## config.mk

```make
export PLATFORM = sky130hd
export DESIGN_NAME = maze_dead_end_filler_top
export DESIGN_NICKNAME = d
export VERILOG_FILES = /design/src/hdl/mdef_pkg.sv /design/src/hdl/maze_dead_end_filler_top.sv /design/src/hdl/mdef_ctrl.sv /design/src/hdl/mdef_dp.sv
export SDC_FILE = /design/constraint.sdc
export NUM_CORES = 1
export LEC_CHECK = 0
export BUFFER_PORTS_ARGS = -buffer_cell sky130_fd_sc_hd__buf_2
export CAP_MARGIN = 25
export CORE_AREA = 2 2 308 310
export DETAILED_ROUTE_END_ITERATION = 8
export DIE_AREA = 0 0 310 312
export HOLD_SLACK_MARGIN = 0.08
export PLACE_DENSITY = 0.65
export SLEW_MARGIN = 10
export SYNTH_ARGS = -nofsm -noshare
export SYNTH_HDL_FRONTEND = slang
export SYNTH_HIERARCHICAL = 1
export SYNTH_SLANG_ARGS = --single-unit
```

## constraint.sdc

```tcl
create_clock -name clk -period 19.9 [get_ports clk]
set_input_delay 0 -clock clk [delete_from_list [all_inputs] [get_ports clk]]
set_output_delay 0 -clock clk [all_outputs]
set_load 0.005 [all_outputs]
```

## src/hdl/mdef_pkg.sv

```systemverilog
// Package for the maze dead-end filler: item mode codes, wall bit codes,
// controller state type and the command/status structs between the controller and datapath.
// No dependencies.
package mdef_pkg;

  // Item mode codes (mode 3 is treated as a read)
  localparam logic [1:0] MODE_LOAD  = 2'd0;
  localparam logic [1:0] MODE_CLOSE = 2'd1;
  localparam logic [1:0] MODE_READ  = 2'd2;

  // Wall bits: north is row-1, east is column+1, south is row+1, west is column-1
  localparam logic [3:0] WALL_N    = 4'b0001;
  localparam logic [3:0] WALL_E    = 4'b0010;
  localparam logic [3:0] WALL_S    = 4'b0100;
  localparam logic [3:0] WALL_W    = 4'b1000;
  localparam logic [3:0] WALLS_ALL = 4'b1111;

  localparam logic [2:0] DEAD_END_WALLS = 3'd3;
  localparam logic [8:0] CLOSED_MAX     = 9'd511;

  // Neighbour visit order while closing a cell
  localparam logic [1:0] NB_NORTH = 2'd0;
  localparam logic [1:0] NB_EAST  = 2'd1;
  localparam logic [1:0] NB_SOUTH = 2'd2;
  localparam logic [1:0] NB_WEST  = 2'd3;

  typedef enum logic [3:0] {
    ST_CLEAR,
    ST_IDLE,
    ST_DISPATCH,
    ST_LOAD,
    ST_READ,
    ST_FIN,
    ST_SCAN_RD,
    ST_SCAN_CHK,
    ST_NB_RD,
    ST_NB_WR
  } state_t;

  // Controller to datapath
  typedef struct packed {
    logic clr_wr;
    logic accept;
    logic load_wr;
    logic rd_item;
    logic rd_scan;
    logic scan_next;
    logic close_self;
    logic rd_nb;
    logic wr_nb;
    logic nb_next;
    logic scan_restart;
    logic out_load;
  } cmd_t;

  // Datapath to controller
  typedef struct packed {
    logic       clr_last;
    logic [1:0] mode;
    logic       dead_end;
    logic       scan_last;
    logic       nb_exists;
    logic       nb_last;
    logic       out_free;
  } sts_t;

  function automatic logic [2:0] count_walls(input logic [3:0] w);
    count_walls = {2'b00, w[0]} + {2'b00, w[1]} + {2'b00, w[2]} + {2'b00, w[3]};
  endfunction

endpackage

```

## src/hdl/maze_dead_end_filler_top.sv

```systemverilog
// Top level of the maze dead-end filler: joins the controller and the datapath.
// Depends on mdef_pkg, mdef_ctrl and mdef_dp.
//
// The block holds a ROWS x COLS grid of cells with four wall bits each and
// handles one item at a time. After reset it clears the store in a pass over
// every cell with in_stall high. A read item reads its cell; a load item writes
// its cell, if it lies in the grid, and then reads it back; the next item is
// taken once the result is in the output register. A close item scans cells in
// row-major order through the single-port wall store; each dead end found is
// closed and each of its neighbours in the grid gains the matching wall, after
// which the scan resumes one row above the closed cell, or at the start of the
// top row. A result is held in an output register until taken.
module maze_dead_end_filler_top
  import mdef_pkg::*;
#(
  parameter int ROWS = 16,
  parameter int COLS = 16
) (
  input  logic       clk,
  input  logic       rst_n,
  input  logic       in_valid,
  output logic       in_stall,
  input  logic [1:0] in_mode,
  input  logic [3:0] in_cell_x,
  input  logic [3:0] in_cell_y,
  input  logic [3:0] in_walls_in,
  output logic       out_valid,
  input  logic       out_stall,
  output logic [3:0] out_walls_out,
  output logic [2:0] out_wall_count,
  output logic [8:0] out_cells_closed
);

  cmd_t cmd;
  sts_t sts;

  mdef_ctrl u_ctrl (
    .clk      (clk),
    .rst_n    (rst_n),
    .in_valid (in_valid),
    .in_stall (in_stall),
    .sts      (sts),
    .cmd      (cmd)
  );

  mdef_dp #(
    .ROWS (ROWS),
    .COLS (COLS)
  ) u_dp (
    .clk              (clk),
    .rst_n            (rst_n),
    .in_mode          (in_mode),
    .in_cell_x        (in_cell_x),
    .in_cell_y        (in_cell_y),
    .in_walls_in      (in_walls_in),
    .out_valid        (out_valid),
    .out_stall        (out_stall),
    .out_walls_out    (out_walls_out),
    .out_wall_count   (out_wall_count),
    .out_cells_closed (out_cells_closed),
    .cmd              (cmd),
    .sts              (sts)
  );

endmodule

```

## src/hdl/mdef_ctrl.sv

```systemverilog
// Controller of the maze dead-end filler: sequences the clear pass, loads, reads
// and the dead-end scan/close loop. Depends on mdef_pkg.
module mdef_ctrl
  import mdef_pkg::*;
(
  input  logic clk,
  input  logic rst_n,
  input  logic in_valid,
  output logic in_stall,
  input  sts_t sts,
  output cmd_t cmd
);

  state_t state_r, state_nxt;

  // State register
  always_ff @(posedge clk) begin
    if (!rst_n) begin
      state_r <= ST_CLEAR;
    end else begin
      state_r <= state_nxt;
    end
  end

  // Next state
  always_comb begin
    state_nxt = state_r;
    case (state_r)
      ST_CLEAR: begin
        if (sts.clr_last) state_nxt = ST_IDLE;
      end
      ST_IDLE: begin
        if (in_valid) state_nxt = ST_DISPATCH;
      end
      ST_DISPATCH: begin
        case (sts.mode)
          MODE_LOAD:  state_nxt = ST_LOAD;
          MODE_CLOSE: state_nxt = ST_SCAN_RD;
          default:    state_nxt = ST_READ;
        endcase
      end
      ST_LOAD:     state_nxt = ST_READ;
      ST_READ:     state_nxt = ST_FIN;
      ST_FIN: begin
        if (sts.out_free) state_nxt = ST_IDLE;
      end
      ST_SCAN_RD:  state_nxt = ST_SCAN_CHK;
      ST_SCAN_CHK: begin
        if (sts.dead_end) state_nxt = ST_NB_RD;
        else if (sts.scan_last) state_nxt = ST_READ;
        else state_nxt = ST_SCAN_RD;
      end
      ST_NB_RD: begin
        if (sts.nb_exists) state_nxt = ST_NB_WR;
        else if (sts.nb_last) state_nxt = ST_SCAN_RD;
        else state_nxt = ST_NB_RD;
      end
      ST_NB_WR: begin
        if (sts.nb_last) state_nxt = ST_SCAN_RD;
        else state_nxt = ST_NB_RD;
      end
      default: state_nxt = ST_CLEAR;
    endcase
  end

  // Commands
  always_comb begin
    cmd      = '0;
    in_stall = (state_r != ST_IDLE);
    case (state_r)
      ST_CLEAR:    cmd.clr_wr = 1'b1;
      ST_IDLE:     cmd.accept = in_valid;
      ST_LOAD:     cmd.load_wr = 1'b1;
      ST_READ:     cmd.rd_item = 1'b1;
      ST_FIN:      cmd.out_load = sts.out_free;
      ST_SCAN_RD:  cmd.rd_scan = 1'b1;
      ST_SCAN_CHK: begin
        cmd.close_self = sts.dead_end;
        cmd.scan_next  = !sts.dead_end && !sts.scan_last;
      end
      ST_NB_RD: begin
        cmd.rd_nb        = sts.nb_exists;
        cmd.scan_restart = !sts.nb_exists && sts.nb_last;
        cmd.nb_next      = !sts.nb_exists && !sts.nb_last;
      end
      ST_NB_WR: begin
        cmd.wr_nb        = 1'b1;
        cmd.scan_restart = sts.nb_last;
        cmd.nb_next      = !sts.nb_last;
      end
      default: cmd = '0;
    endcase
  end

endmodule

```

## src/hdl/mdef_dp.sv

```systemverilog
// Datapath of the maze dead-end filler: cell wall store, item registers, scan
// and neighbour counters, closed-cell count and the output register. Depends on mdef_pkg.
module mdef_dp
  import mdef_pkg::*;
#(
  parameter int ROWS = 16,
  parameter int COLS = 16
) (
  input  logic       clk,
  input  logic       rst_n,
  input  logic [1:0] in_mode,
  input  logic [3:0] in_cell_x,
  input  logic [3:0] in_cell_y,
  input  logic [3:0] in_walls_in,
  output logic       out_valid,
  input  logic       out_stall,
  output logic [3:0] out_walls_out,
  output logic [2:0] out_wall_count,
  output logic [8:0] out_cells_closed,
  input  cmd_t       cmd,
  output sts_t       sts
);

  localparam int DEPTH = ROWS * COLS;
  localparam int AW    = $clog2(DEPTH);
  localparam int RW    = $clog2(ROWS);
  localparam int CW    = $clog2(COLS);

  logic [3:0]    mem [DEPTH];
  logic [3:0]    rdata_r;
  logic [AW-1:0] clr_r;
  logic [1:0]    mode_r;
  logic          inside_r;
  logic [RW-1:0] item_row_r;
  logic [CW-1:0] item_col_r;
  logic [3:0]    walls_r;
  logic [RW-1:0] row_r, row_nxt;
  logic [CW-1:0] col_r, col_nxt;
  logic [1:0]    nb_r;
  logic [8:0]    closed_r;
  logic          out_valid_r;
  logic [3:0]    out_walls_r;
  logic [2:0]    out_count_r;
  logic [8:0]    out_closed_r;

  logic          in_grid;
  logic [AW-1:0] item_addr, scan_addr, nb_addr;
  logic [3:0]    nb_bit;
  logic          nb_exists;
  logic          mouse_hit;
  logic          we;
  logic [AW-1:0] waddr;
  logic [3:0]    wdata;
  logic          re;
  logic [AW-1:0] raddr;
  logic [3:0]    item_walls;

  assign in_grid = (32'(in_cell_x) < COLS) && (32'(in_cell_y) < ROWS);

  // Flat addresses, row-major
  assign item_addr = AW'(item_row_r) * AW'(COLS) + AW'(item_col_r);
  assign scan_addr = AW'(row_r) * AW'(COLS) + AW'(col_r);

  // Neighbour address, the wall it gains and whether it lies in the grid
  always_comb begin
    case (nb_r)
      NB_NORTH: begin
        nb_addr   = scan_addr - AW'(COLS);
        nb_bit    = WALL_S;
        nb_exists = (row_r != '0);
      end
      NB_EAST: begin
        nb_addr   = scan_addr + AW'(1);
        nb_bit    = WALL_W;
        nb_exists = (col_r != CW'(COLS - 1));
      end
      NB_SOUTH: begin
        nb_addr   = scan_addr + AW'(COLS);
        nb_bit    = WALL_N;
        nb_exists = (row_r != RW'(ROWS - 1));
      end
      default: begin
        nb_addr   = scan_addr - AW'(1);
        nb_bit    = WALL_E;
        nb_exists = (col_r != '0);
      end
    endcase
  end

  assign mouse_hit = inside_r && (row_r == item_row_r) && (col_r == item_col_r);

  // Write port select
  always_comb begin
    we    = 1'b0;
    waddr = clr_r;
    wdata = '0;
    if (cmd.clr_wr) begin
      we = 1'b1;
    end else if (cmd.load_wr && inside_r) begin
      we    = 1'b1;
      waddr = item_addr;
      wdata = walls_r;
    end else if (cmd.close_self) begin
      we    = 1'b1;
      waddr = scan_addr;
      wdata = WALLS_ALL;
    end else if (cmd.wr_nb) begin
      we    = 1'b1;
      waddr = nb_addr;
      wdata = rdata_r | nb_bit;
    end
  end

  // Read port select
  always_comb begin
    re    = cmd.rd_item || cmd.rd_scan || cmd.rd_nb;
    raddr = item_addr;
    if (cmd.rd_scan) raddr = scan_addr;
    else if (cmd.rd_nb) raddr = nb_addr;
  end

  // Cell wall store, registered read
  always_ff @(posedge clk) begin
    if (we) mem[waddr] <= wdata;
    if (re) rdata_r <= mem[raddr];
  end

  // Clear sweep counter
  always_ff @(posedge clk) begin
    if (!rst_n) begin
      clr_r <= '0;
    end else if (cmd.clr_wr) begin
      clr_r <= clr_r + AW'(1);
    end
  end

  // Item registers
  always_ff @(posedge clk) begin
    if (cmd.accept) begin
      mode_r     <= in_mode;
      inside_r   <= in_grid;
      item_row_r <= RW'(in_cell_y);
      item_col_r <= CW'(in_cell_x);
      walls_r    <= in_walls_in;
    end
  end

  // Scan position: clear on accept, advance, or step back one row after a close (to column 0 on the top row)
  always_comb begin
    row_nxt = row_r;
    col_nxt = col_r;
    if (cmd.accept) begin
      row_nxt = '0;
      col_nxt = '0;
    end else if (cmd.scan_next) begin
      if (col_r == CW'(COLS - 1)) begin
        col_nxt = '0;
        row_nxt = row_r + RW'(1);
      end else begin
        col_nxt = col_r + CW'(1);
      end
    end else if (cmd.scan_restart) begin
      if (row_r != '0) begin
        row_nxt = row_r - RW'(1);
      end else begin
        col_nxt = '0;
      end
    end
  end

  always_ff @(posedge clk) begin
    row_r <= row_nxt;
    col_r <= col_nxt;
  end

  // Neighbour counter and closed-cell count
  always_ff @(posedge clk) begin
    if (cmd.close_self) nb_r <= NB_NORTH;
    else if (cmd.nb_next) nb_r <= nb_r + 2'd1;
    if (cmd.accept) closed_r <= '0;
    else if (cmd.close_self && closed_r != CLOSED_MAX) closed_r <= closed_r + 9'd1;
  end

  // Output register
  assign item_walls = inside_r ? rdata_r : 4'd0;

  always_ff @(posedge clk) begin
    if (!rst_n) begin
      out_valid_r <= 1'b0;
    end else if (cmd.out_load) begin
      out_valid_r <= 1'b1;
    end else if (!out_stall) begin
      out_valid_r <= 1'b0;
    end
  end

  always_ff @(posedge clk) begin
    if (cmd.out_load) begin
      out_walls_r  <= item_walls;
      out_count_r  <= count_walls(item_walls);
      out_closed_r <= closed_r;
    end
  end

  assign out_valid        = out_valid_r;
  assign out_walls_out    = out_walls_r;
  assign out_wall_count   = out_count_r;
  assign out_cells_closed = out_closed_r;

  // Status
  assign sts.clr_last  = (clr_r == AW'(DEPTH - 1));
  assign sts.mode      = mode_r;
  assign sts.dead_end  = (count_walls(rdata_r) == DEAD_END_WALLS) && !mouse_hit;
  assign sts.scan_last = (row_r == RW'(ROWS - 1)) && (col_r == CW'(COLS - 1));
  assign sts.nb_exists = nb_exists;
  assign sts.nb_last   = (nb_r == NB_WEST);
  assign sts.out_free  = !out_valid_r || !out_stall;

endmodule

```

After elaboration in Yosys (flattened, before gate mapping)
Memories as Yosys holds them, arrays and structs flattened. A register that Yosys moved wholly into a read port is not among the register bits. Index checks and enable logic that the tools add are counted. Widths: inputs -> output; s select.

Register bits: 62. Bits in latches: 0. Bits in writable memories: 1024. Memory bits (read-only): 0. Input bits: 18. Output and inout port bits: 18. Memories: 1.

Add/sub/neg operators: 15. $mul: 0. Div/mod/pow operators: 0. Magnitude comparators: 0. Equality and inequality tests: 29. Shift operators: 0. Mux-type cells: 48. Bitwise operators: 1. Reduce and logical (&&, ||, !) cells: 27.

Memories: u_dp.mem (depth 256, bits a word 4, read ports 1, clocked after Yosys merged registers in 1, write ports 1, line mdef_dp.sv:29) `logic [3:0] mem [DEPTH];`.

Operators by type and width (number): $mux 4 (18); $mux 8 (6); $pmux 4 s10 (1); $pmux 8 s3 (1); $add 8x1->8 const B (2); $add 8x4->8 (2); $eq 4x3->1 const B (4); $eq 4x4->1 const B (4); $mux 1 (16); $pmux 4 s3 (1); $add 9x1->9 const B (1); $ne 9x9->1 const B (1); $add 4x1->4 const B (2); $add 8x5->8 const B (1); $eq 4x2->1 const B (2); $eq 4x4->1 (2); $eq 8x8->1 const B (1); $ne 4x4->1 const B (2); $reduce_bool 4->1 (2); $sub 8x1->8 const B (1); $sub 8x5->8 const B (1); $logic_and 1x1->1 (7); $logic_not 1->1 (7); $add 3x1->3 (2); other kinds (21) (33).

Logic depth before layout (Yosys ltp)
Gate-level depths: netlist (run 1).

Depth in word-level cells: 13. Mapped depth: 27.

Hierarchy
Netlist (run 1), hierarchy kept.

Modules (own cells, without submodules): mdef_dp (instances 1, cells an instance 3477, area each 45875.2 µm², sequential area each 32331.0 µm²); mdef_ctrl (instances 1, cells an instance 56, area each 444.2 µm², sequential area each 80.1 µm²).

Least setup slack after synthesis (run 1)
No wires, ideal clock.

Path type: register to register. Start point: register u_dp.col_r[0]. End point: memory u_dp.mem[0][0], data pin. Data arrival time: 6.976 ns. Required time: 19.019 ns. Slack: 12.043 ns. Stages on the path, launching flop included: 14. Buffers on the path: 5. Period minus slack after synthesis: 7.857 ns. Cells stage by stage: dfxtp_1 > buf_2 > buf_2 > buf_2 > buf_1 > xor2_1 > nor4_1 > a211oi_1 > nor4b_4 > clkbuf_1 > or2_2 > nor2_1 > nor2_1 > o311a_1.

RTL lines: start: declaration (line mdef_dp.sv:38) `logic [CW-1:0] col_r, col_nxt;`; start signal: assignment (line mdef_dp.sv:173) `col_r <= col_nxt;`; end: declaration (line mdef_dp.sv:29).

==> metrics.txt, run 1 <==
# TYPE chip_impl_metric gauge
chip_impl_info{name="status",value="complete, no violations"} 1
chip_impl_metric{name="utilization",unit="%"} 55.5
chip_impl_metric{name="synth_enable_flop_cells",unit=""} 1058
chip_impl_info{name="start_point_of_the_worst_min_delay_path",value="rst_n"} 1
chip_impl_metric{name="post_cts_hold_buffer_count",unit=""} 32
chip_impl_metric{name="drt_pass1_iterations",unit=""} 6
chip_impl_metric{name="timing.setup.tns",unit="ns"} 0
chip_impl_metric{name="critPathMaxStageDelay",unit="ns"} 0.76
chip_impl_info{name="root_buffer",value="sky130_fd_sc_hd__clkbuf_16"} 1
chip_impl_metric{name="initial_utilization",unit="%"} 49.8
chip_impl_metric{name="die_width",unit="µm"} 310
chip_impl_metric{name="timing.critical_path.required",unit="ns"} 20.31
chip_impl_metric{name="routed_wire_length_per_instance",unit="µm"} 26.6
chip_impl_metric{name="drive_above_1_share",unit="%"} 10.4
chip_impl_metric{name="grt_overflow",unit=""} 0
chip_impl_metric{name="grt_pass1_wl",unit="µm"} 191000
chip_impl_info{name="critical_path.reg2reg.endpoint",value="u_dp/rdata_r[1]"} 1
chip_impl_metric{name="gp_routability_congestion",unit=""} 0.913
chip_impl_metric{name="core",unit="µm²"} 93000
chip_impl_metric{name="max_clock_freq",unit="MHz"} 134
chip_impl_metric{name="power.ir.vdd_worst",unit="mV"} 0.0759
chip_impl_metric{name="min_period",unit="ns"} 7.48
chip_impl_metric{name="grt_start_max_net_pins",unit=""} 241
chip_impl_metric{name="postRouteWirelength",unit="µm"} 130000
chip_impl_metric{name="post_synthesis_cell_type_count",unit=""} 86
chip_impl_metric{name="finalHoldViolCount",unit=""} 0
chip_impl_info{name="crit_path_cell_trace",value="buf_4, inv_1, ha_1, a31oi_1, nand2b_4, nor2_1, and4bb_1, o21ai_2, buf_4, nand2_4, buf_4, buf_4, mux4_2, a22oi_1, nand2_1, a22oi_1, o31ai_1, a211oi_1, nand3_1"} 1
chip_impl_metric{name="finalCritPeriodShare",unit="%"} 37.6
chip_impl_info{name="rsz0062_at_grt",value="no"} 1
chip_impl_metric{name="antenna_cells_inserted",unit=""} 0
chip_impl_metric{name="rr_worst_depth",unit=""} 19
chip_impl_metric{name="synth.yosys.seq_area_share",unit="%"} 70.0
chip_impl_metric{name="synth_area_per_cell",unit="µm²"} 13.1
chip_impl_info{name="yosys.cell_count.top_type",value="sky130_fd_sc_hd__edfxtp_1"} 1
chip_impl_info{name="netlist_top_cells_area",value="sky130_fd_sc_hd__edfxtp_1 (69%), sky130_fd_sc_hd__nand2_1 (5.7%), sky130_fd_sc_hd__nor2_1 (2.8%), sky130_fd_sc_hd__mux4_2 (2.6%), sky130_fd_sc_hd__nand3_1 (2.1%)"} 1
chip_impl_metric{name="timing.critical_path.arrival",unit="ns"} 7.90
chip_impl_metric{name="worst_setup_hold_path_clk_slew",unit="ns"} 0.06
chip_impl_metric{name="die-area",unit="µm²"} 96700
chip_impl_metric{name="grt_antenna_before_repair",unit=""} 1
chip_impl_metric{name="fillerInstances",unit=""} 7604
chip_impl_metric{name="place_area",unit="µm²"} 47600
chip_impl_metric{name="iter_0_drt_violations",unit=""} 4140
chip_impl_metric{name="slew_worst_pin",unit="ns"} 1.15
chip_impl_metric{name="power",unit="mW"} 4.65
chip_impl_metric{name="worstSkewPairLatency",unit="ns"} 0.68
chip_impl_metric{name="power.leakage",unit="nW"} 17.0
chip_impl_info{name="postSynth.topFlopCell",value="sky130_fd_sc_hd__edfxtp_1"} 1
chip_impl_metric{name="htreeDepth",unit=""} 3
chip_impl_info{name="timing.hold.worst.class",value="in2reg"} 1
chip_impl_metric{name="holdWs",unit="ns"} 0.229
chip_impl_metric{name="synth.yosys.warnings",unit=""} 6
chip_impl_metric{name="report.final.setup_viol",unit=""} 0
chip_impl_metric{name="io_pins",unit=""} 36
chip_impl_metric{name="clk_path_buf_depth",unit=""} 3
chip_impl_metric{name="die_y",unit="µm"} 312
chip_impl_metric{name="hold-path-cell-count",unit=""} 3
chip_impl_info{name="type_of_element_launching_the_critical_path",value="register"} 1
chip_impl_metric{name="crit_fanout",unit=""} 59
chip_impl_metric{name="yosysTopAreaCellShare",unit="%"} 68.6
chip_impl_metric{name="grt_usage",unit="%"} 26.6
chip_impl_metric{name="hpwlAfterDp",unit="µm"} 73500
chip_impl_metric{name="routed_via_density",unit=""} 6.25
chip_impl_metric{name="power_density",unit="nW/µm²"} 90.0
chip_impl_metric{name="place_inst",unit=""} 4636
chip_impl_info{name="hold_critical_path_endpoint",value="u_ctrl/state_r[3]"} 1
chip_impl_metric{name="detailroute.via_count",unit=""} 30500
chip_impl_metric{name="postSynthCellCount",unit=""} 3533
chip_impl_metric{name="syn_area",unit="µm²"} 46300
chip_impl_info{name="worstReg2RegStart",value="u_dp/col_r[0]"} 1
chip_impl_info{name="critical_path.endpoint_type",value="register"} 1
chip_impl_info{name="critPathMostFrequentCell",value="sky130_fd_sc_hd__buf_4"} 1
chip_impl_info{name="crit_slowest_cell",value="sky130_fd_sc_hd__buf_4"} 1
chip_impl_info{name="timing_worst_setup_path_type",value="reg2reg"} 1
chip_impl_metric{name="first_global_vias",unit=""} 28900
chip_impl_metric{name="quantity_of_i_o_buffers_inserted_on_ports",unit=""} 35
chip_impl_metric{name="cts-buffers-inserted",unit=""} 111
chip_impl_metric{name="post_cts.repair.setup_buffers",unit=""} 0
chip_impl_metric{name="placement_rows",unit=""} 112
chip_impl_metric{name="fin_worst_skew",unit="ns"} 0.0268
chip_impl_info{name="cts_tree",value="done"} 1
chip_impl_metric{name="post_drt_antenna_nets",unit=""} 0
chip_impl_metric{name="postSynthRegisterBits",unit=""} 1090
chip_impl_metric{name="finish.net_count",unit=""} 3571
chip_impl_metric{name="post_cts_resize_count",unit=""} 0
chip_impl_metric{name="flop_to_flop_setup_slack",unit="ns"} 12.42
chip_impl_metric{name="slew_viol_final",unit=""} 0
chip_impl_metric{name="instances_no_fill",unit=""} 4875
chip_impl_metric{name="clock-sinks",unit=""} 1090
chip_impl_metric{name="synthArstFlopShare",unit="%"} 0
chip_impl_metric{name="area_of_all_placed_cells_without_fillers",unit="µm²"} 51700
chip_impl_metric{name="fin_ws",unit="ns"} 12.42
chip_impl_metric{name="relSlewSlack",unit="%"} 23.4
chip_impl_metric{name="max-cap-violations",unit=""} 0
chip_impl_metric{name="net_count_of_the_mapped_netlist",unit=""} 3576
chip_impl_metric{name="drc_errors",unit=""} 0
chip_impl_info{name="yosys-top-cells-count",value="sky130_fd_sc_hd__edfxtp_1 (1,058), sky130_fd_sc_hd__nand2_1 (707), sky130_fd_sc_hd__nor2_1 (348)"} 1
chip_impl_metric{name="dpl_worst_slack",unit="ns"} 12.55
chip_impl_metric{name="areaGrowthSynthToFinish",unit="%"} 11.5
chip_impl_info{name="synth_area_leader_cell",value="sky130_fd_sc_hd__edfxtp_1"} 1
-- critical path: cells and delay by family, from the launching register on --
family | cells | cell delay, ns
buf+inv | 5 | 2.49
simple gates | 6 | 1.98
compound gates | 6 | 1.49
mux | 1 | 0.56
flops | 1 | 0.31
fa+ha+maj | 1 | 0.27
-- state kept, by name, indices dropped and copies added (netlist names) --
| signal | flops |
|---|---|
| u_dp/out_cells_closed | 9 |
| u_dp/row_r | 4 |
| u_dp/closed_r | 9 |
| u_dp/item_col_r | 4 |
| u_dp/mode_r | 2 |
| u_dp/out_wall_count | 3 |
| u_dp/nb_r | 2 |
| u_dp/rdata_r | 4 |
| u_dp/walls_r | 4 |
| u_dp/clr_r | 8 |
| u_ctrl/state_r | 4 |
| u_dp/col_r | 4 |
| u_dp/out_walls_out | 4 |
| u_dp/item_row_r | 4 |
| u_dp/mem | 1024 |
| u_dp/out_valid | 1 |
-- layout make-up --
type	count	area, µm²	share of cell area (%)
Clock inverter	65	737	1.43
Inverter	13	48.8	0.0945
Timing Repair Buffer	137	1080	2.09
Clock buffer	141	2990	5.80
Multi-Input combinational cell	2175	12800	24.8
Sequential cell	1090	32400	62.7
Tap cell	1254	1570	3.04
-- logic make-up (layout without fill, tap and decap cells) --
family,count (synthesis),after routing,synth area share [%]
compound gates,517,517,7.97
flops,1090,1090,70.0
buf+inv,268,356,2.75
xor+xnor,26,26,0.492
simple gates,1482,1482,14.0
mux,125,125,4.15
fa+ha+maj,25,25,0.708
-- where the power goes --
group          switching (mW)  internal, mW  leakage [nW]
combinational          0.0236       0.00880          5.86
sequential            0.00161          2.48          9.29
clock                   0.864          1.27          1.83
total                   0.889          3.76          17.0
-- cells in the final DEF, fill, tap and decap left out, types with 20 or more instances in the layout --
| cell type | count |
|---|---|
| sky130_fd_sc_hd__a211oi_1 | 32 |
| sky130_fd_sc_hd__a21oi_1 | 100 |
| sky130_fd_sc_hd__a221oi_1 | 26 |
| sky130_fd_sc_hd__a22oi_1 | 43 |
| sky130_fd_sc_hd__a311oi_1 | 57 |
| sky130_fd_sc_hd__a31oi_1 | 49 |
| sky130_fd_sc_hd__a32oi_1 | 32 |
| sky130_fd_sc_hd__and3_1 | 63 |
| sky130_fd_sc_hd__buf_2 | 35 |
| sky130_fd_sc_hd__buf_4 | 66 |
| sky130_fd_sc_hd__clkbuf_1 | 23 |
| sky130_fd_sc_hd__clkbuf_16 | 114 |
| sky130_fd_sc_hd__clkinv_1 | 20 |
| sky130_fd_sc_hd__clkinv_2 | 21 |
| sky130_fd_sc_hd__dfxtp_1 | 31 |
| sky130_fd_sc_hd__dlygate4sd3_1 | 32 |
| sky130_fd_sc_hd__edfxtp_1 | 1058 |
| sky130_fd_sc_hd__ha_1 | 23 |
| sky130_fd_sc_hd__mux2i_1 | 64 |
| sky130_fd_sc_hd__mux4_2 | 53 |
| sky130_fd_sc_hd__nand2_1 | 701 |
| sky130_fd_sc_hd__nand3_1 | 193 |
| sky130_fd_sc_hd__nand4_1 | 44 |
| sky130_fd_sc_hd__nor2_1 | 347 |
| sky130_fd_sc_hd__nor3_1 | 32 |
| sky130_fd_sc_hd__o21ai_0 | 48 |
-- worst max-delay path by stage --
| stage | from | endpoint | slack, ns | cells after the start |
|---|---|---|---|---|
| CTS | u_dp/col_r[0] | u_dp/rdata_r[1] | 12.52 | 19 |
| floorplan | u_dp/col_r[0] | u_dp/mem[0][0] | 12.04 | 13 |
| global route | u_dp/col_r[0] | u_dp/rdata_r[1] | 12.06 | 19 |
| global placement | u_dp/col_r[0] | u_dp/rdata_r[3] | 12.69 | 18 |
| finish | u_dp/col_r[0] | u_dp/rdata_r[1] | 12.42 | 19 |
| detailed placement | u_dp/col_r[0] | u_dp/rdata_r[1] | 12.55 | 19 |
-- metal layers --
| metal | GRT usage (%) | vias up | wire, µm |
|---|---|---|---|
| met5 | 0 | - | 0 |
| met3 | 4.64 | 260 | 13100 |
| met2 | 40.8 | 1685 | 60200 |
| li1 | - | 13300 | - |
| met1 | 38.1 | 15200 | 51500 |
| met4 | 10.2 | 0 | 4860 |
Note: power is estimated with default switching activity, not from simulation.
==> run 2, diff against run 1 <==
--- a/config.mk
+++ b/config.mk
@@ -5,11 +5,12 @@
 export SDC_FILE = /design/constraint.sdc
 export NUM_CORES = 1
 export LEC_CHECK = 0
+export ABC_AREA = 1
 export BUFFER_PORTS_ARGS = -buffer_cell sky130_fd_sc_hd__buf_2
 export CAP_MARGIN = 25
-export CORE_AREA = 2 2 308 310
+export CORE_AREA = 2 2 319 321
 export DETAILED_ROUTE_END_ITERATION = 8
-export DIE_AREA = 0 0 310 312
+export DIE_AREA = 0 0 321 323
 export HOLD_SLACK_MARGIN = 0.08
 export PLACE_DENSITY = 0.65
 export SLEW_MARGIN = 10
==> constraint.sdc (replaced) <==
create_clock -name clk -period 7.8 [get_ports clk]
set_input_delay 0 -clock clk [delete_from_list [all_inputs] [get_ports clk]]
set_output_delay 0 -clock clk [all_outputs]
set_load 0.005 [all_outputs]
==> run 2 against run 1 <==
Critical path depth is 2 higher. Clock-buffer cell count is 13 lower. Non-clock buffer count is 27 lower. Power grew to 2.8 times the previous value. First-iteration DRC count is 10% lower. Sequential share of layout area is 3.8 points lower. Clock skew is 0.0062 ns lower. Synthesized cell count is 34% higher. Die area is 7.2% higher. Worst hold slack worse by 0.053 ns. Maximum frequency is 26% higher. Sequential power grew to 2.6 times the previous value. Highest routed layer unchanged.
==> metrics.txt, run 2 <==
# TYPE chip_impl_metric gauge
chip_impl_metric{name="htreeDepth",unit=""} 3
chip_impl_metric{name="max_clock_freq",unit="MHz"} 168
chip_impl_metric{name="grt_usage",unit="%"} 25.2
chip_impl_metric{name="grt_antenna_before_repair",unit=""} 0
chip_impl_metric{name="netSwitchingFraction",unit="%"} 25.0
chip_impl_metric{name="report.final.setup_viol",unit=""} 0
chip_impl_metric{name="gp_routability_congestion",unit=""} 0.925
chip_impl_info{name="critical_path.endpoint_type",value="register"} 1
chip_impl_info{name="yosys-top-cells-count",value="sky130_fd_sc_hd__edfxtp_1 (1,058), sky130_fd_sc_hd__nand3_1 (960), sky130_fd_sc_hd__nand2_1 (917)"} 1
chip_impl_metric{name="holdWs",unit="ns"} 0.176
chip_impl_metric{name="routed_wire_length_per_instance",unit="µm"} 21.6
chip_impl_metric{name="hpwlAfterDp",unit="µm"} 71700
chip_impl_metric{name="share_comb_of_total_power",unit="%"} 9.9
chip_impl_metric{name="seq_power_share",unit="%"} 49.3
chip_impl_metric{name="post_drt_antenna_nets",unit=""} 0
chip_impl_info{name="layout_common_cells",value="sky130_fd_sc_hd__edfxtp_1 (1,058), sky130_fd_sc_hd__nand3_1 (960), sky130_fd_sc_hd__nand2_1 (912), sky130_fd_sc_hd__inv_1 (605), sky130_fd_sc_hd__nor2_1 (300)"} 1
chip_impl_metric{name="grt_start_max_net_pins",unit=""} 197
chip_impl_metric{name="place_area",unit="µm²"} 50900
chip_impl_metric{name="fin_worst_skew",unit="ns"} 0.0206
chip_impl_metric{name="power.clock.fraction",unit="%"} 40.8
chip_impl_metric{name="synth_enable_flop_cells",unit=""} 1058
chip_impl_info{name="synth_area_leader_cell",value="sky130_fd_sc_hd__edfxtp_1"} 1
chip_impl_metric{name="finalCritPeriodShare",unit="%"} 76.4
chip_impl_metric{name="synth_xor_area_share",unit="%"} 0.228
chip_impl_metric{name="worstSkewPairLatency",unit="ns"} 0.70
chip_impl_metric{name="max-cap-violations",unit=""} 0
chip_impl_info{name="root_buffer",value="sky130_fd_sc_hd__clkbuf_16"} 1
chip_impl_info{name="netlist_top_cells_area",value="sky130_fd_sc_hd__edfxtp_1 (64%), sky130_fd_sc_hd__nand3_1 (9.6%), sky130_fd_sc_hd__nand2_1 (6.9%), sky130_fd_sc_hd__inv_1 (4.6%), sky130_fd_sc_hd__nand3b_1 (4.4%)"} 1
chip_impl_info{name="postSynth.topFlopCell",value="sky130_fd_sc_hd__edfxtp_1"} 1
chip_impl_metric{name="die-area",unit="µm²"} 104000
chip_impl_info{name="yosys.cell_count.top_type",value="sky130_fd_sc_hd__edfxtp_1"} 1
chip_impl_metric{name="timing.critical_path.required",unit="ns"} 8.23
chip_impl_metric{name="quantity_of_i_o_buffers_inserted_on_ports",unit=""} 35
chip_impl_metric{name="grt_overflow",unit=""} 0
chip_impl_metric{name="die_y",unit="µm"} 323
chip_impl_metric{name="synth.area.mux_share",unit="%"} 0
chip_impl_metric{name="grt_pass1_wl",unit="µm"} 198000
chip_impl_metric{name="power.ir.vdd_worst",unit="mV"} 0.233
chip_impl_metric{name="synthArstFlopShare",unit="%"} 0
chip_impl_metric{name="postRouteWirelength",unit="µm"} 131000
chip_impl_info{name="timing.hold.worst.class",value="in2reg"} 1
chip_impl_metric{name="yosysTopAreaCellShare",unit="%"} 63.7
chip_impl_metric{name="io_pins",unit=""} 36
chip_impl_metric{name="largest_register_ffs",unit=""} 1024
chip_impl_metric{name="cellInternalPower",unit="mW"} 9.81
chip_impl_metric{name="drc_errors",unit=""} 0
chip_impl_metric{name="cts-buffers-inserted",unit=""} 112
chip_impl_metric{name="detailroute.via_count",unit=""} 34300
chip_impl_metric{name="net_count_of_the_mapped_netlist",unit=""} 4792
chip_impl_info{name="most_common_cell_after_layout_fill_and_taps_aside",value="sky130_fd_sc_hd__edfxtp_1"} 1
chip_impl_info{name="synth_top_family_by_area",value="simple AND/OR/NAND/NOR gates"} 1
chip_impl_metric{name="min_period",unit="ns"} 5.96
chip_impl_metric{name="synth_fa_ha_area_share",unit="%"} 0.657
chip_impl_info{name="largest_register",value="u_dp/mem"} 1
chip_impl_metric{name="power_density",unit="nW/µm²"} 238
chip_impl_info{name="type_of_element_launching_the_critical_path",value="register"} 1
chip_impl_metric{name="initial_utilization",unit="%"} 49.5
chip_impl_metric{name="finalHoldViolCount",unit=""} 0
chip_impl_info{name="rsz0062_at_grt",value="no"} 1
chip_impl_info{name="status",value="complete, no violations"} 1
chip_impl_metric{name="postSynthRegisterBits",unit=""} 1090
chip_impl_metric{name="slew_viol_final",unit=""} 0
chip_impl_metric{name="drt_pass1_iterations",unit=""} 8
chip_impl_metric{name="area_of_all_placed_cells_without_fillers",unit="µm²"} 54900
chip_impl_metric{name="synth_compound_gate_area_share",unit="%"} 2.09
chip_impl_metric{name="finish.net_count",unit=""} 4719
chip_impl_metric{name="relSlewSlack",unit="%"} 20.0
chip_impl_metric{name="syn_area",unit="µm²"} 49900
chip_impl_info{name="timing_worst_setup_path_type",value="reg2reg"} 1
chip_impl_metric{name="post_cts.repair.setup_buffers",unit=""} 0
chip_impl_metric{name="routed_via_density",unit=""} 5.65
chip_impl_metric{name="synth.yosys.seq_area_share",unit="%"} 65.0
chip_impl_metric{name="slew_worst_pin",unit="ns"} 1.20
chip_impl_metric{name="worst_setup_hold_path_clk_slew",unit="ns"} 0.06
chip_impl_metric{name="clock-sinks",unit=""} 1090
chip_impl_metric{name="core",unit="µm²"} 101000
chip_impl_metric{name="timing.critical_path.arrival",unit="ns"} 6.38
chip_impl_metric{name="post_synthesis_cell_type_count",unit=""} 50
chip_impl_metric{name="post_synth_and_or_nand_nor_area_fraction",unit="%"} 24.6
chip_impl_metric{name="crit_fanout",unit=""} 189
chip_impl_metric{name="iter_0_drt_violations",unit=""} 3710
chip_impl_metric{name="synth.yosys.warnings",unit=""} 6
chip_impl_info{name="cts_tree",value="done"} 1
chip_impl_metric{name="areaGrowthSynthToFinish",unit="%"} 10.1
chip_impl_metric{name="die_width",unit="µm"} 321
chip_impl_metric{name="first_global_vias",unit=""} 32700
chip_impl_metric{name="clk_path_buf_depth",unit=""} 3
chip_impl_metric{name="postSynthCellCount",unit=""} 4749
chip_impl_metric{name="placement_rows",unit=""} 117
chip_impl_metric{name="synth_area_per_cell",unit="µm²"} 10.5
chip_impl_metric{name="power.leakage",unit="nW"} 21.5
chip_impl_metric{name="drive_above_1_share",unit="%"} 6.73
chip_impl_metric{name="power.switching",unit="mW"} 3.28
## run 2: cell count changes in the layout (fill, tap and decap cells not counted), sizes merged, moves of 61 or more
cell | before | now
mux2i | 64 | 0
inv | 16 | 617
nand3 | 193 | 970
and3 | 63 | 2
nand3b | 4 | 291
nand2 | 711 | 924
## run 2: cell type report
cell class | instances | area (µm²)
Inverter | 616 | 2330
Tap cell | 1309 | 1640
Clock buffer | 128 | 2860
Fill cell | 8641 | 45800
Timing Repair Buffer | 110 | 1010
Multi-Input combinational cell | 2746 | 13900
Antenna cell | 1 | 2.50
Sequential cell | 1090 | 32400
Clock inverter | 79 | 807
## run 2: stage by stage
stage | cells | worst slack (ns) | power [mW] | util (%) | TNS, ns
3_5_place_dp | 5838 | 2.11 | 7.84 | 50.6 | 0
4_1_cts | 6077 | 2.10 | 13.2 | 54.5 | 0
2_1_floorplan | 4749 | -1.23 | 7.38 | - | -1257.24
5_1_grt | 6078 | 1.66 | 13.5 | 54.5 | 0
3_3_place_gp | 5835 | 2.19 | 7.82 | 50.5 | 0
6_report | 6079 | 1.84 | 13.1 | 54.5 | 0
## run 2: logic make-up after synthesis
kind of cell	count (synthesis)
xor gates and xnor gates	13
DFF	1090
and+or+nand+nor	2550
AOI/OAI and AO/OA	158
adders and majority gates	25
buffers and inverters	913
## run 2: power groups by stage
stage,logic [mW],clock network (mW),registers [mW]
floorplan,0.822,0,6.55
global placement,1.25,0,6.57
detailed placement,1.27,0,6.57
CTS,1.28,5.42,6.45
global route,1.38,5.63,6.45
finish,1.30,5.34,6.45
## run 2: worst max-delay path, stage by stage, from the launching register on
cell and delay, ns:
sky130_fd_sc_hd__dfxtp_1 0.46, sky130_fd_sc_hd__clkinv_1 0.28, sky130_fd_sc_hd__ha_1 0.31, sky130_fd_sc_hd__nand3_1 0.14, sky130_fd_sc_hd__a21oi_1 0.09, sky130_fd_sc_hd__a32oi_1 0.27, sky130_fd_sc_hd__nand2_1 0.15, sky130_fd_sc_hd__inv_1 0.21
sky130_fd_sc_hd__inv_2 0.07, sky130_fd_sc_hd__nor2_4 0.25, sky130_fd_sc_hd__nand3_4 0.53, sky130_fd_sc_hd__nand2_4 0.60, sky130_fd_sc_hd__buf_12 0.51, sky130_fd_sc_hd__nand2_1 0.11, sky130_fd_sc_hd__o211ai_1 0.17, sky130_fd_sc_hd__nand3_1 0.16
sky130_fd_sc_hd__nand3_1 0.13, sky130_fd_sc_hd__nand3_1 0.16, sky130_fd_sc_hd__nand3_1 0.33, sky130_fd_sc_hd__nand3_1 0.13, sky130_fd_sc_hd__nand3_1 0.16, sky130_fd_sc_hd__nand2_1 0.11
## run 2: path summary, 6_finish.rpt
| path | startpoint | to | slack (ns) | cells past startpoint |
|---|---|---|---|---|
| setup reg to reg | u_dp/row_r[0] | u_dp/rdata_r[1] | 1.84 | 21 |
| hold / removal | rst_n | u_ctrl/state_r[3] | 0.18 | 4 |
| hold reg to reg | u_dp/closed_r[7] | u_dp/out_cells_closed[7] | 0.43 | 0 |
| setup / recovery | u_dp/row_r[0] | u_dp/rdata_r[1] | 1.84 | 21 |
## run 2: layer usage
layer  GRT usage (%)  vias to the layer above  part of all wire [%]
li1                -                    16000                     -
met1            33.9                    16700                    41
met2            42.1                     1403                    48
met3            3.64                      204                   7.9
met4            8.23                        0                   3.0
met5               0                        -                     0
## run 2: repair_timing
| item | CTS | global route |
|---|---|---|
| hold endpoints to repair | 64 | 0 |
| setup endpoints to repair | 0 | 0 |
| resized for setup | 0 | 0 |
| hold buffers | 32 | 0 |
